[config.mk]
export PLATFORM = sky130hd
export DESIGN_NAME = distance_frame_formatter
export DESIGN_NICKNAME = d
export VERILOG_FILES = /design/src/rtl/dff_pkg.sv /design/src/rtl/dff_div10.sv /design/src/rtl/distance_frame_formatter.sv
export SDC_FILE = /design/constraint.sdc
export NUM_CORES = 1
export LEC_CHECK = 0
export BUFFER_PORTS_ARGS = -buffer_cell sky130_fd_sc_hd__buf_2
export CORE_MARGIN = 2
export CORE_UTILIZATION = 64
export CTS_BUF_LIST = sky130_fd_sc_hd__clkbuf_16
export DETAILED_ROUTE_END_ITERATION = 8
export PLACE_DENSITY = 0.86
export SLEW_MARGIN = 20
export SYNTH_ARGS = -nofsm -noshare
export SYNTH_HDL_FRONTEND = slang
export SYNTH_SLANG_ARGS = --single-unit
export TNS_END_PERCENT = 100
[constraint.sdc]
create_clock -name clk -period 7.6 [get_ports clk]
set_clock_uncertainty 0.2 [all_clocks]
set_input_delay 0 -clock clk [delete_from_list [all_inputs] [get_ports clk]]
set_output_delay 0 -clock clk [all_outputs]
set_load 0.02 [all_outputs]
[src/rtl/dff_pkg.sv]
// Shared types and constants for the distance frame formatter.
`timescale 1ns / 1ps

package dff_pkg;

  // Configuration register indexes
  localparam logic [1:0] REG_TRANSMIT_ENABLE = 2'd0;
  localparam logic [1:0] REG_DEVICE_NUMBER   = 2'd1;
  localparam logic [1:0] REG_ABORT_LIMIT     = 2'd2;

  localparam int unsigned CFG_DATA_W = 8;
  localparam int unsigned DIST_W     = 16;
  localparam int unsigned MAX_DIGITS = 5;

  // Result kinds
  localparam logic KIND_BYTE  = 1'b0;
  localparam logic KIND_ABORT = 1'b1;

  // ASCII
  localparam logic [7:0] CH_STAR  = 8'h2A;
  localparam logic [7:0] CH_D     = 8'h44;
  localparam logic [7:0] CH_COLON = 8'h3A;
  localparam logic [7:0] CH_CR    = 8'h0D;
  localparam logic [7:0] CH_LF    = 8'h0A;
  localparam logic [7:0] CH_ZERO  = 8'h30;

  // floor(x / 10) == (x * 52429) >> 19 for every 16-bit x
  localparam logic [16:0] RECIP10       = 17'd52429;
  localparam int unsigned RECIP10_SHIFT = 19;

  typedef struct packed {
    logic        link_busy;
    logic [15:0] distance_cm;
  } dff_in_t;

  typedef struct packed {
    logic       out_kind;
    logic [7:0] frame_byte;
    logic       last;
  } dff_out_t;

endpackage

[src/rtl/dff_div10.sv]
// Shared divide-by-ten unit: reciprocal multiply, remainder by multiply-back and subtract.
`timescale 1ns / 1ps

module dff_div10 (
  input  logic [15:0] value,
  output logic [15:0] quot,
  output logic [3:0]  rem
);
  import dff_pkg::*;

  logic [32:0] product;
  logic [12:0] q;
  logic [15:0] q_times10;
  logic [15:0] diff;

  assign product   = {17'd0, value} * {16'd0, RECIP10};
  assign q         = product[RECIP10_SHIFT +: 13];
  assign q_times10 = {q, 3'b000} + {2'b00, q, 1'b0};
  assign diff      = value - q_times10;
  assign quot      = {3'b000, q};
  assign rem       = diff[3:0];

endmodule

[src/rtl/distance_frame_formatter.sv]
// Top level of the distance frame formatter: tick decode, digit sequencer, byte output.
`timescale 1ns / 1ps

// One input transfer is one broadcast tick. With transmit_enable low the tick
// is absorbed and nothing comes out. A busy tick bumps the busy counter; when
// it reaches abort_limit the counter clears and a single abort result
// (out_kind=1, frame_byte=0, last=1) is sent. A ready tick clears the counter
// and produces the frame "*D<tens><units>:<distance>\r\n", 8 to 12 byte
// transfers, last set on the LF. Timing: in_ready is high only in the idle
// state. A ready tick is accepted, then the decimal digits of the distance
// (1 to 5) and the two device digits are worked out, all on one shared
// divide-by-ten unit, then the frame goes out at one byte per cycle while
// the sink keeps out_ready high. A busy or disabled tick leaves the block
// idle; an abort passes through the abort state. A result register sits on
// the output, so the last byte may still wait while the next tick is taken.
module distance_frame_formatter (
  input  logic              clk,
  input  logic              rst,
  input  logic              in_valid,
  output logic              in_ready,
  input  dff_pkg::dff_in_t  in_data,
  output logic              out_valid,
  input  logic              out_ready,
  output dff_pkg::dff_out_t out_data,
  input  logic              cfg_we,
  input  logic [1:0]        cfg_index,
  input  logic [7:0]        cfg_data
);
  import dff_pkg::*;

  typedef enum logic [5:0] {
    S_IDLE  = 6'b000001,
    S_DIV   = 6'b000010,  // distance digits, least significant first
    S_DEV   = 6'b000100,  // device units digit
    S_DEV2  = 6'b001000,  // device tens digit
    S_EMIT  = 6'b010000,  // frame bytes
    S_ABORT = 6'b100000
  } state_t;

  // Configuration
  logic       transmit_enable;
  logic [6:0] device_number;
  logic [7:0] abort_limit;

  // Sequencer state
  state_t     state, state_next;
  logic [7:0] busy_count, busy_count_next;
  logic [15:0] work, work_next;
  logic [3:0] digits [MAX_DIGITS];
  logic [2:0] nd, nd_next;          // digits collected
  logic [2:0] rem_d, rem_d_next;    // digits still to send
  logic [2:0] pos, pos_next;        // frame section pointer
  logic [3:0] dev_units, dev_tens;

  // Output register
  logic       out_valid_next;
  dff_out_t   out_next;
  logic       push;
  logic       can_push;

  // Shared divider
  logic [15:0] div_quot;
  logic [3:0]  div_rem;

  dff_div10 u_div10 (
    .value (work),
    .quot  (div_quot),
    .rem   (div_rem)
  );

  logic       accept;
  logic [7:0] count_inc;
  logic [2:0] digit_idx;
  logic [7:0] frame_byte;

  assign in_ready  = (state == S_IDLE);
  assign accept    = in_valid && in_ready;
  assign count_inc = busy_count + 8'd1;
  assign can_push  = !out_valid || out_ready;
  assign digit_idx = rem_d - 3'd1;

  // Config writes; index 3 is ignored
  always_ff @(posedge clk) begin
    if (rst) begin
      transmit_enable <= 1'b0;
      device_number   <= 7'd0;
      abort_limit     <= 8'd3;
    end else if (cfg_we) begin
      unique case (cfg_index)
        REG_TRANSMIT_ENABLE: transmit_enable <= cfg_data[0];
        REG_DEVICE_NUMBER:   device_number   <= cfg_data[6:0];
        REG_ABORT_LIMIT:     abort_limit     <= cfg_data;
        default: ;
      endcase
    end
  end

  // Byte for the current frame position: header, digits, CR, LF
  always_comb begin
    case (pos)
      3'd0:    frame_byte = CH_STAR;
      3'd1:    frame_byte = CH_D;
      3'd2:    frame_byte = CH_ZERO + {4'd0, dev_tens};
      3'd3:    frame_byte = CH_ZERO + {4'd0, dev_units};
      3'd4:    frame_byte = CH_COLON;
      3'd5:    frame_byte = CH_ZERO + {4'd0, digits[digit_idx]};
      3'd6:    frame_byte = CH_CR;
      default: frame_byte = CH_LF;
    endcase
  end

  always_comb begin
    state_next      = state;
    busy_count_next = busy_count;
    work_next       = work;
    nd_next         = nd;
    rem_d_next      = rem_d;
    pos_next        = pos;
    push            = 1'b0;
    out_next        = out_data;

    unique case (state)
      S_IDLE: begin
        if (accept && transmit_enable) begin
          if (in_data.link_busy) begin
            if (count_inc >= abort_limit) begin
              busy_count_next = 8'd0;
              state_next      = S_ABORT;
            end else begin
              busy_count_next = count_inc;
            end
          end else begin
            busy_count_next = 8'd0;
            work_next       = in_data.distance_cm;
            nd_next         = 3'd0;
            state_next      = S_DIV;
          end
        end
      end
      S_DIV: begin
        nd_next   = nd + 3'd1;
        work_next = div_quot;
        if (div_quot == 16'd0) begin
          work_next  = {9'd0, device_number};
          state_next = S_DEV;
        end
      end
      S_DEV: begin
        work_next  = div_quot;
        state_next = S_DEV2;
      end
      S_DEV2: begin
        pos_next   = 3'd0;
        rem_d_next = nd;
        state_next = S_EMIT;
      end
      S_EMIT: begin
        if (can_push) begin
          push     = 1'b1;
          out_next = '{out_kind: KIND_BYTE, frame_byte: frame_byte,
                       last: (pos == 3'd7)};
          if (pos == 3'd5) begin
            rem_d_next = rem_d - 3'd1;
            if (rem_d == 3'd1) pos_next = 3'd6;
          end else if (pos == 3'd7) begin
            state_next = S_IDLE;
          end else begin
            pos_next = pos + 3'd1;
          end
        end
      end
      S_ABORT: begin
        if (can_push) begin
          push       = 1'b1;
          out_next   = '{out_kind: KIND_ABORT, frame_byte: 8'd0, last: 1'b1};
          state_next = S_IDLE;
        end
      end
      default: state_next = S_IDLE;
    endcase

    out_valid_next = push || (out_valid && !out_ready);
  end

  always_ff @(posedge clk) begin
    if (rst) begin
      state      <= S_IDLE;
      busy_count <= 8'd0;
      out_valid  <= 1'b0;
    end else begin
      state      <= state_next;
      busy_count <= busy_count_next;
      out_valid  <= out_valid_next;
    end
  end

  // Datapath registers, no reset needed
  always_ff @(posedge clk) begin
    work  <= work_next;
    nd    <= nd_next;
    rem_d <= rem_d_next;
    pos   <= pos_next;
    if (push) out_data <= out_next;
    if (state == S_DIV) digits[nd] <= div_rem;
    if (state == S_DEV) dev_units <= div_rem;
    if (state == S_DEV2) dev_tens <= div_rem;
  end

  // An abort result is a lone, final, zero byte
  a_abort_shape: assert property (@(posedge clk) disable iff (rst)
    out_valid && (out_data.out_kind == KIND_ABORT) |->
      out_data.last && (out_data.frame_byte == 8'd0))
    else $error("abort result malformed");

  // A frame always closes on LF
  a_frame_end: assert property (@(posedge clk) disable iff (rst)
    out_valid && (out_data.out_kind == KIND_BYTE) && out_data.last |->
      out_data.frame_byte == CH_LF)
    else $error("frame does not end in LF");

  // A ready tick on an enabled block clears the busy counter
  a_ready_clears: assert property (@(posedge clk) disable iff (rst)
    accept && transmit_enable && !in_data.link_busy |=> busy_count == 8'd0)
    else $error("busy counter not cleared on ready tick");

  // Digit collection never runs past five digits
  a_digit_bound: assert property (@(posedge clk) disable iff (rst)
    (state == S_DIV) |-> (nd < 3'd5))
    else $error("too many distance digits");

endmodule

==> results of run 1 <==
-- logic make-up (layout without fill, tap and decap cells) --
logic type                 after synthesis  after routing  share of synthesized area (%)
muxes                                   23             23                           3.10
AOI/OAI and AO/OA                      155            155                           10.8
buffers and inverters                  210            286                           8.67
and+or+nand+nor                        185            185                           9.74
DFF                                     93             93                           26.8
adders and majority gates              231            231                           37.7
xor gates and xnor gates                33             33                           3.13
other                                    1              2                         0.0405
-- layout make-up --
class	count	area, µm²	area share, %
diodes	1	2.50	0.0244
clock buffers	9	225	2.19
clock inverters	7	65.1	0.634
inverters	193	724	7.06
multi-input cells	628	5990	58.3
flip-flops and latches	93	2480	24.2
well taps	180	225	2.19
repair buffers	77	556	5.41
-- tightest hold or removal path: cells and delay by family --
| kind | cells | cell delay [ns] |
|---|---|---|
| AND/OR/NAND/NOR | 3 | 0.31 |
| buffers and inverters | 1 | 0.10 |
| AO/OA/AOI/OAI | 1 | 0.12 |
-- metrics by stage --
stage | worst slack (ns) | power, mW | hold WS [ns] | area (µm²)
2_1_floorplan | 1.57 | 0.950 | -0.0985 | 9250
3_3_place_gp | 1.06 | 1.05 | 0.0328 | 9630
3_5_place_dp | 0.972 | 1.06 | 0.0489 | 9630
4_1_cts | 0.966 | 1.51 | 0.0288 | 10200
5_1_grt | 0.503 | 1.61 | 0.0756 | 10300
6_report | 0.727 | 1.52 | 0.0445 | 10300
-- state kept, by name (all words and copies together) (netlist names), 6 cells and up --
register       flops
abort_limit        8
busy_count         8
device_number      7
digits            20
out_data           9
state              6
work              16
-- power by group through the flow --
stage	Sequential, mW	Clock, mW	Combinational [mW]
detailed placement	0.604	0	0.457
floorplan	0.602	0	0.348
global placement	0.603	0	0.451
CTS	0.593	0.445	0.473
finish	0.593	0.446	0.485
global route	0.593	0.467	0.545
-- worst paths after layout --
kind / from / to / slack [ns] / cells after the start
max: work[6]$_DFFE_PP_ / work[1]$_DFFE_PP_ / 0.73 / 20
min: in_valid / state[2]$_SDFFE_PP0P_ / 0.04 / 5
max reg2reg: work[6]$_DFFE_PP_ / work[1]$_DFFE_PP_ / 0.73 / 20
min reg2reg: device_number[0]$_SDFFE_PP0P_ / device_number[0]$_SDFFE_PP0P_ / 0.31 / 2
-- synth_stat cells, drive strengths merged, types with 9 or more instances --
library cell	number	share of area (%)
inv	193	7.8
ha	152	21
fa	79	17
edfxtp	62	20
nor2	59	2.4
nand2	56	2.3
a21oi	52	2.9
o21ai	38	2.1
dfxtp	31	6.7
xnor2	24	2.3
a21o	15	1.2
mux2i	14	1.5
clkbuf	12	0.49
nand3	11	0.60
nor3	9	0.54
xor2	9	0.85
-- layer usage --
layer	vias to the layer above	wire (µm)	global-route usage, %
met4	0	609	9.32
met3	53	2090	6.93
met1	3454	8890	39.7
met5	-	0	0
li1	3285	-	-
met2	359	10900	51.1
==> results by stage, run 1 <==
Run status:
- The flow ran to the end, and the final reports show no timing, DRC or antenna violations.

CTS:
- Clock tree synthesis selected as its root buffer the cell sky130_fd_sc_hd__clkbuf_16.
- The TritonCTS sink count is 93.
- The post-CTS repair timing setup buffer count is 0.
- The clock transition at the registers of the reported paths is 0.06 ns.
- Counting the buffers created by CTS gives 9.
- The H-tree generated during clock tree synthesis spans 3 levels.
- After clock tree synthesis, the flow added hold-fix buffers numbering 33.
- The latest clock arrival within the worst-skew pair is 0.35 ns.
- TritonCTS built the clock tree.
- The number of instances resized during post-cts repair is 0.
- The maximum buffer depth of the clock tree is 2.

Drt:
- The count of unresolved DRC violations after routing is 0.
- The final wirelength is 22.5 mm.
- Before antenna repair, the detailed router went through 6 iterations.
- In this run the remaining antenna-violating nets after routing total 0.
- After detailed routing, the average wire length per cell comes to 18.9 µm.
- The average vias per placed instance is 6.02.
- After the first detailed-routing iteration, the DRC count stood at 668.
- The via total after detailed routing is 7151.

Setup path:
- The required arrival time at the worst endpoint is 7.55 ns.
- The delay contributed by the slowest stage of the critical path is 0.56 ns.
- The largest fanout on the critical path is 9.
- The element type at the critical path start is a flip-flop.
- The number of buffer and inverter instances along the worst setup path is 4.
- The cell repeated most along the worst path is sky130_fd_sc_hd__fa_1.
- Walking the worst path, the cells encountered are ha_1, inv_1, fa_1, inv_1, fa_1, fa_1, fa_1, inv_1, fa_1, inv_1, ha_1, a21oi_1, o211ai_2, a2111oi_2, a311oi_2, a311oi_1, a221oi_1, nor3_2, nand4_4, o21ai_0.
- The family with the most delay on the worst path is adder cells.
- The worst endpoint data arrival time is 6.83 ns.
- The critical path start-end classification is reg2reg.
- The type of destination of the critical path is a flip-flop.
- On the critical path, the stage with the largest delay is an instance of sky130_fd_sc_hd__fa_1.

Pwr:
- Summed over all nets, the switching power comes to 0.500 mW.
- Of the total power, the clock network draws 29.2%.
- The internal portion of the total power is 1.02 mW.
- Registers are responsible for 38.9% of the overall power.
- The combinational cell fraction of total power is 31.9%.
- The worst-case IR drop observed on VDD is 0.154 mV.
- The share of total power consumed by net switching is 32.8%.
- Dividing total power by cell area gives a power density of 148 mW/mm².
- In this run the static leakage power is 4.96 nW.

Synthesis:
- The share of the Yosys chip area taken by registers is 26.8%.
- The share of synthesized registers carrying an async set or reset is 0%.
- In this run, distinct cell masters in the synthesized netlist total 65.
- The synthesis warning total is 0.
- Counting every net in the synthesized netlist gives 1194.
- The combined area of all synthesized cells is 0.00925 mm².
- The synthesized area per cell is 9.93 µm².
- The gate count after technology mapping is 931.
- Among all flip-flop cells after synthesis, the most frequent one is sky130_fd_sc_hd__edfxtp_1.
- The synthesized design contains 93 register bits.
- Counting flops with a built-in enable in the synthesized netlist gives 62.

Floorplan:
- The area of the placeable core is 0.0140 mm².
- In this run the count of I/O pins placed on the die edge is 44.
- The initial cell density of the core is 66.1%.
- The number of placement rows is 43.
- The die is 124 µm tall.
- The x dimension of the die is 124 µm.
- The area of the die is 0.0154 mm².

STA:
- The slew at the pin closest to its max-slew limit is 0.951 ns.
- The final count of hold timing violations is 0.
- Setup violations remaining at the end of the flow were counted as 0.
- Setup repair after global routing left no endpoint under its margin.
- The routed design could run at a clock period as short as 6.87 ns.
- The worst path uses 90.4% of the clock period.
- Summed over all failing endpoints, the final setup total negative slack is 0 ns.
- In this run the tightest slew margin relative to its limit is 36.4%.
- The max-slew violation count is 0.
- Derived from the worst setup path, the maximum achievable clock frequency is 145 MHz.

Global route:
- The number of global-route vias before repair is 7443.
- Entering global routing, the biggest net connects 33 pins.
- Across every metal layer, demand over resource in global routing totals 30.5%.
- The overflow left after global routing is 0.
- The wire length of the first global-routing pass is 37.4 mm.
- The number of antenna violations at the first check in global routing is 1.

Cells and area:
- The library cell used most frequently in the layout, excluding fill and tap cells, is sky130_fd_sc_hd__inv_1.
- The number of nets in the layout is 1265.
- Of the cells placed in the final design, the portion with a size suffix greater than 1 is 8.24%.
- After the flow finishes, the layout carries non-filler instances totaling 1188.
- The total of fill cells in the finished design is 948.
- The top cell types in the final layout, fill and taps aside, are sky130_fd_sc_hd__inv_1, sky130_fd_sc_hd__ha_1, sky130_fd_sc_hd__fa_1, sky130_fd_sc_hd__edfxtp_1, sky130_fd_sc_hd__nor2_1.
- The area growth from synthesis to layout is 11.0%.
- Measured on the finished design, the core utilization comes to 73.4%.

Placement:
- The total placed cells including tap cells is 1138.
- The count of buffers added on input and output ports is 42.
- The congestion estimate from routability-driven global placement came to 0.974.
- The wire-length estimate of the detail-placed layout is 17.4 mm.

Min path:
- The type of the worst min-delay path is in2reg.

Flow run:
- Across the run, the number of max-cap violations was 0.
Note: power is estimated with default switching activity, not from simulation.
==> run 2: changes to the inputs <==
--- a/config.mk
+++ b/config.mk
@@ -16,3 +16,3 @@
 export SYNTH_HDL_FRONTEND = slang
 export SYNTH_SLANG_ARGS = --single-unit
-export TNS_END_PERCENT = 100
+export TNS_END_PERCENT = 1
==> constraint.sdc (replaced) <==
create_clock -name clk -period 7.6 [get_ports clk]
set_clock_uncertainty 0.2 [all_clocks]
set_input_delay 0.38 -clock clk [delete_from_list [all_inputs] [get_ports clk]]
set_output_delay 0.38 -clock clk [all_outputs]
set_load 0.02 [all_outputs]
==> run 2 against run 1 <==
Sequential cell count did not move. Sequential share of layout area rose by 0.81 points. First-iteration DRC count decreased by 7.0%. Cell count shrank 2.9%. Setup slack better by 0.11 ns. Worst hold slack improved by 0.022 ns. Wire length is 5.5% lower. Register-to-register slack gained 0.11 ns. Sequential power is essentially flat. Cell area is 3.2% lower. Fmax increased by 1.6%. Critical endpoint is now work[6]$_DFFE_PP_. Highest routed layer unchanged.
==> results by stage, run 2 (synthesized netlist as in run 1, its figures left out) <==
Floorplan:
- The y dimension of the die is 124 µm.
- The floorplan has 43 rows.
- The floorplan step defined a core boundary enclosing 0.0140 mm².
- The number of ports placed on the die boundary is 44.
- Once the floorplan was initialized, standard cells occupied 66.1% of the core.
- The floorplan step defined a die boundary enclosing 0.0154 mm².
- In this run the horizontal extent of the chip is 124 µm.

Pwr:
- Summed over all nets, the switching power comes to 0.493 mW.
- The design internal power is 1.01 mW.
- The combinational cell fraction of total power is 31.1%.
- The share of total power consumed by net switching is 32.7%.
- The power density over the cells is 152 mW/mm².
- The completed layout was analyzed and its total power is 1.51 mW.
- The worst-case vdd ir drop is 0.172 mV.
- For this design the static power due to leakage is 4.82 nW.
- The clock power share is 29.6%.
- Sequential cells account for 39.4% of the total power.

CTS:
- The depth of the CTS H-tree is 3.
- The cell sitting at the root of the clock tree is a sky130_fd_sc_hd__clkbuf_16.
- After clock tree synthesis, the setup repair step added 0 buffers.
- The latest clock arrival within the worst-skew pair is 0.35 ns.
- TritonCTS created 9 clock buffers.
- The clock tree from TritonCTS is yes.
- In this run, post-CTS hold repair placed 0 buffers.
- The clock transition at the registers of the reported paths is 0.07 ns.
- Clock tree synthesis found a total of 93 sinks.
- The number of instances resized during post-cts repair is 0.
- The maximum buffer depth of the clock tree is 2.

Global route:
- Global routing used 29.0% of the available tracks.
- The number of antenna violations at the first check in global routing came to 0.
- Global routing finished with a remaining overflow of 0.
- The number of global-route vias before repair is 7116.
- The first global-routing pass estimated 35.6 mm of wire.
- The maximum number of pins on one net before global-route repair is 33.

Setup path:
- By instance count, the cell type seen most on the critical path is sky130_fd_sc_hd__fa_1.
- The type of destination of the critical path is a flip-flop.
- STA classifies the critical path startpoint as a flip-flop.
- Data arrives at the worst endpoint at 6.75 ns.
- The number of buffers and inverters on the critical path is 4.
- The largest fanout on the critical path is 9.
- The critical path goes through ha_1, inv_1, fa_1, inv_1, fa_1, fa_1, fa_1, inv_1, fa_1, inv_1, ha_1, a21oi_1, o211ai_2, a2111oi_2, a311oi_2, a311oi_1, a221oi_1, nor3_2, nand4_4, o211ai_1.
- The family with the most delay on the worst path is adder cells.
- The required arrival time at the worst endpoint is 7.58 ns.
- The largest single stage delay on the critical path is 0.56 ns.
- The cell with the largest stage delay on the worst path is sky130_fd_sc_hd__fa_1.
- The critical path start-end classification is reg2reg.

STA:
- For the pin with the worst max-slew slack, the measured transition is 0.978 ns.
- Static timing analysis puts the maximum clock frequency at 148 MHz.
- The final critical path takes up 89.0% of the cycle.
- Setup repair after global routing left no endpoint under its margin.
- The final count of hold timing violations is 0.
- The post-route minimum period is 6.77 ns.
- The setup TNS is 0 ns.
- The worst slew margin relative to its limit is 34.2%.
- The max-slew violation count is 0.
- The number of setup violations in the final report is 0.

Drt:
- The average vias per placed instance is 5.94.
- The first routing iteration left 621 violations.
- Dividing the detail-routed wire length by the instance count gives 18.4 µm.
- For this run, the detailed router's first-pass iteration total came to 7.
- The final wirelength is 21.3 mm.
- The number of antenna-violating nets in the routed design is 0.
- The via total after detailed routing is 6855.
- The count of unresolved DRC violations after routing is 0.

Cells and area:
- After filler insertion, the fill cell instance count of the layout stands at 1019.
- The fraction of final layout cells sized beyond drive strength 1 is 8.52%.
- From synthesis to final layout, the design area changed by 7.41%.
- In the layout the commonest cells are sky130_fd_sc_hd__inv_1, sky130_fd_sc_hd__ha_1, sky130_fd_sc_hd__fa_1, sky130_fd_sc_hd__edfxtp_1, sky130_fd_sc_hd__nor2_1.
- The register with the most flip-flops in the layout has 20 of them.
- The largest registers in the layout are digits: 20 flops, work: 16 flops, out_data: 9 flops.
- The number of nets in the layout is 1232.
- The register containing the most flip-flops in the final layout is digits.
- Leaving out fill and tap cells, the most frequent cell in the layout is sky130_fd_sc_hd__inv_1.
- Leaving out filler cells and counting taps, the final layout contains 1154.
- The repair_antennas step left the layout with diodes totalling 0.

Placement:
- The number of buffers inserted by port buffering is 42.
- At the end of routability-driven placement, the weighted congestion stood at 0.974.
- The total placed cells including tap cells is 1138.
- The final HPWL from detailed placement is 17.4 mm.

Run status:
- The flow ran to the end, and the final reports show no timing, DRC or antenna violations.

Min path:
- The type of the worst min-delay path is in2reg.

Flow run:
- Across the run, the number of max-cap violations was 0.
[run 2: cell types whose count changed in the layout (fill, tap and decap cells not counted), sizes merged]
cell,previous run,this run
diode,1,0
dlygate4sd3,33,0
[run 2: path summary, 6_finish.rpt]
kind                                 start                       endpoint  slack, ns  cells after the start
max                      work[6]$_DFFE_PP_              work[6]$_DFFE_PP_       0.83                     20
min                            cfg_data[7]    abort_limit[7]$_SDFFE_PP0P_       0.07                      3
max reg2reg              work[6]$_DFFE_PP_              work[6]$_DFFE_PP_       0.83                     20
min reg2reg  device_number[0]$_SDFFE_PP0P_  device_number[0]$_SDFFE_PP0P_       0.30                      2
[run 2: power groups by stage]
stage	clock network [mW]	registers, mW	logic [mW]
detailed placement	0	0.604	0.457
finish	0.445	0.593	0.468
global route	0.468	0.593	0.529
CTS	0.445	0.593	0.461
global placement	0	0.603	0.451
floorplan	0	0.602	0.348
[run 2: per-layer routing]
metal / global-route usage, % / up-vias / routed length, µm
met3: 6.58 / 43 / 1920
met1: 39.4 / 3297 / 8820
met4: 8.20 / 0 / 500
met5: 0 / - / 0
li1: - / 3219 / -
met2: 47.0 / 296 / 10000
[run 2: worst reg2reg max path, delay by kind of cell, from the launching register on]
kind | cells | cell delay, ns
AO/OA/AOI/OAI | 7 | 1.66
adder cells (fa/ha/maj) | 7 | 3.48
buffers and inverters | 4 | 0.24
flip-flops | 1 | 0.52
AND/OR/NAND/NOR | 2 | 0.50
[run 2: through the flow]
stage | instance area [µm²] | hold slack (ns) | worst slack (ns) | util, %
final | 9930 | 0.0668 | 0.834 | 71.0
after global routing | 9930 | 0.102 | 0.504 | 71.0
after CTS | 9920 | 0.0668 | 0.966 | 70.9
after detailed placement | 9630 | 0.291 | 0.972 | 68.8
after global placement | 9630 | 0.260 | 1.06 | 68.8
after floorplan | 9250 | 0.242 | 1.57 | -
[run 2: final cells by class]
class	instances	area, µm²	share of cell area [%]
Multi-Input combinational cell	628	5990	60.3
Sequential cell	93	2480	25.0
Inverter	193	724	7.29
Clock buffer	9	225	2.27
Timing Repair Buffer	44	225	2.27
Tap cell	180	225	2.27
Clock inverter	7	65.1	0.655
